===== src/rtl/core/kbq_ram.sv =====
// ----------------------------------------------------------------------------
// kbq_ram
// Generic single-write, single-read RAM with a registered read port.
// ----------------------------------------------------------------------------
`default_nettype none

module kbq_ram #(
  parameter int unsigned WIDTH = 8,
  parameter int unsigned DEPTH = 16
) (
  input  wire logic                     clk,
  input  wire logic                     we,
  input  wire logic [$clog2(DEPTH)-1:0] waddr,
  input  wire logic [WIDTH-1:0]         wdata,
  input  wire logic [$clog2(DEPTH)-1:0] raddr,
  output logic      [WIDTH-1:0]         rdata
);

  logic [WIDTH-1:0] mem [DEPTH];

  always_ff @(posedge clk) begin
    if (we) begin
      mem[waddr] <= wdata;
    end
    rdata <= mem[raddr];
  end

endmodule

`default_nettype wire


===== config.mk =====
export PLATFORM = sky130hd
export DESIGN_NAME = kbq_ram
export DESIGN_NICKNAME = d
export VERILOG_FILES = /design/src/rtl/core/kbq_ram.sv
export SDC_FILE = /design/constraint.sdc
export NUM_CORES = 1
export LEC_CHECK = 0
export ABC_AREA = 1
export BUFFER_PORTS_ARGS = -buffer_cell sky130_fd_sc_hd__buf_4
export CORE_MARGIN = 2
export CORE_UTILIZATION = 60
export CTS_BUF_LIST = sky130_fd_sc_hd__clkbuf_16
export CTS_CLUSTER_DIAMETER = 50
export DETAILED_ROUTE_END_ITERATION = 10
export HOLD_SLACK_MARGIN = 0.03
export PLACE_DENSITY_LB_ADDON = 0.08
export REMOVE_ABC_BUFFERS = 1
export SETUP_SLACK_MARGIN = 0.02
export SYNTH_ARGS = -nofsm -noshare
export SYNTH_HDL_FRONTEND = slang
export SYNTH_SLANG_ARGS = --single-unit
export TNS_END_PERCENT = 100

===== constraint.sdc =====
create_clock -name clk -period 1.83 [get_ports clk]
set_clock_uncertainty 0.2 [all_clocks]
set_input_delay 0.366 -clock clk [delete_from_list [all_inputs] [get_ports clk]]
set_output_delay 0.366 -clock clk [all_outputs]
set_load 0.005 [all_outputs]

==> out/results.ini <==
[synth]
ys_top_cells_by_area=edfxtp_1 67%, nand2_1 11%, nand3_1 8.4%
syn_inst=551
synth_top_cell_area_share_pct=66.7
syn_avg_cell_area_sq_um=10.5
yosysSeqAreaShare_pct=69.4
ys_warn_count=0
yosysTopAreaCell=edfxtp_1
synth.cell_area_sq_um=5770
synth_cell_types=12
ys_ff_latch=136

[min_path]
hold_start=raddr[3]
hold_class=in -> reg
hold_path_end=rdata[6]
min_path_cells=3

[worst_setup_path]
critical_path.cell_chain=buf_4
cp_max_fo=1
r2r_end=rdata[4]
r2r_setup_slack_ns=0.61
cpPeakStageDelay_ns=0.37
startpoint_type=flop
r2r_start=mem[1][4]
rr_worst_depth=6
arrival_ns=0.91
end_kind=output port
crit_buf_inv=1
worstPathRequired_ns=1.26
path_delay_family=flip-flops
crit_type=reg -> out
crit_path_top_delay_cell=dfxtp_1

[global_routing]
grt_start_max_net_pins=49
grt_pass1_vias=3826
antenna_found_initial=0
grt-ovfl-total=0
grt_pass1_wl_um=20000
grt_usage_pct=26.8

[floorplanning]
initial_core_util_pct=62.1
core_sq_um=9280
die_w_um=102
die_y_um=102
io_pins=26
dieArea_sq_um=10400
rows=35

[cells_and_area]
layout_commonest_cell=nand2_1
design_area_sq_um=6710
antennaDiodeCount=0
fin_cells=739
layout_common_cells=173 x nand2_1, 128 x edfxtp_1, 102 x inv_1
finalNetCount=615
drive_gt1_share_pct=13.6
seqCellArea_sq_um=4000
syn2layout_area_growth_pct=16.4
fillers=690
multi_input_area_sq_um=1210

[sta]
timing.final.crit_share_pct=80.5
slew_violations=0
layout_min_cycle_time_ns=1.47
worst_pin_slew_ns=0.380
setup_tns_ns=0
finalSetupViolations=0
hold_viol=0
rsz0062_at_grt=no
relSlewSlack_pct=74.7
max_freq_ghz=0.678

[clocking]
tritoncts=yes
cts_hold_buf=0
ctsResizeCount=0
numClockSinks=136
cts_setup_buffers=0
cts-root-to-sink-buffers=2
path_clk_slew_ns=0.06
ctsHtreeMaxLevel=4
cts_made_buffers=17
clkLatencyLatePin_ns=0.41
root_buffer=clkbuf_16

[detailed_routing]
vias=3962
ant_nets=0
post_drt_wl_per_cell_um=17.1
drt_pass1_iterations=8
drt_iter0_markers=429
vias_per_cell=5.36
route.detailed.drc=0
wl_um=12600

[placed_design]
port_buffers=25
dpl_cell_area_sq_um=6180
placed_cells=707
routabilityCongestion=0.879
dp_hpwl_um=8090

[pwr]
peakVddDrop_mv=0.628
p_per_area_nw_per_um2=1040
total_leakage_power_nw=2.94

[job]
cap_violations=0

[outcome]
status=complete, no violations

[through the flow]
stage	util (%)	setup slack (ns)	power, mW	hold slack (ns)
floorplan	-	0.284	3.75	0.265
global placement	66.6	0.245	4.01	0.435
detailed placement	66.6	0.229	4.02	0.463
CTS	72.3	0.327	6.98	0.0777
global route	72.3	0.324	7.18	0.0915
finish	72.3	0.356	6.96	0.0875
[worst max path at each step]
stage,from,end,slack [ns],cells after the start
floorplan,raddr[0],rdata[2],0.28,6
global placement,raddr[0],rdata[4],0.25,9
detailed placement,raddr[0],rdata[6],0.23,8
CTS,rdata[6],rdata[6],0.33,1
global route,rdata[6],rdata[6],0.32,1
finish,rdata[6],rdata[6],0.36,1
[power breakdown]
group / internal [mW] / leakage, nW / switching [mW]
clock: 1.73 / 0.251 / 1.28
combinational: 0.158 / 1.46 / 0.293
sequential: 3.48 / 1.22 / 0.0245
total: 5.37 / 2.94 / 1.60
[state kept, by name, indices dropped and copies added, names as in the netlist]
name	count
mem	128
rdata	8
[logic make-up (layout without fill, tap and decap cells)]
family	Yosys count	in the layout	synth area share (%)
flip-flops	136	136	69.4
AND/OR/NAND/NOR	289	289	21.0
buffers and inverters	126	185	9.52
[synth_stat cells]
cell type	count
edfxtp_1	128
inv_1	100
nand2_1	173
inv_2	2
nor2_1	17
buf_1	1
buf_4	4
buf_6	6
nand3_1	97
dfxtp_1	8
buf_2	13
nand3b_1	2
[cell type report]
cell class                 count  share of cell area (%)
clock inverter                15                    1.58
inverter                     102                    5.70
sequential                   136                    59.6
tap                          129                    2.40
clock buffer                  17                    6.34
multi-input combinational    289                    18.1
timing repair buffer          51                    6.26
[layer usage]
metal	share of wire, %	GRT usage [%]
met1	42	37.3
met2	48	41.6
met3	8.3	5.68
met4	2.0	11.2
met5	0	0
Note: power is estimated with default switching activity, not from simulation.
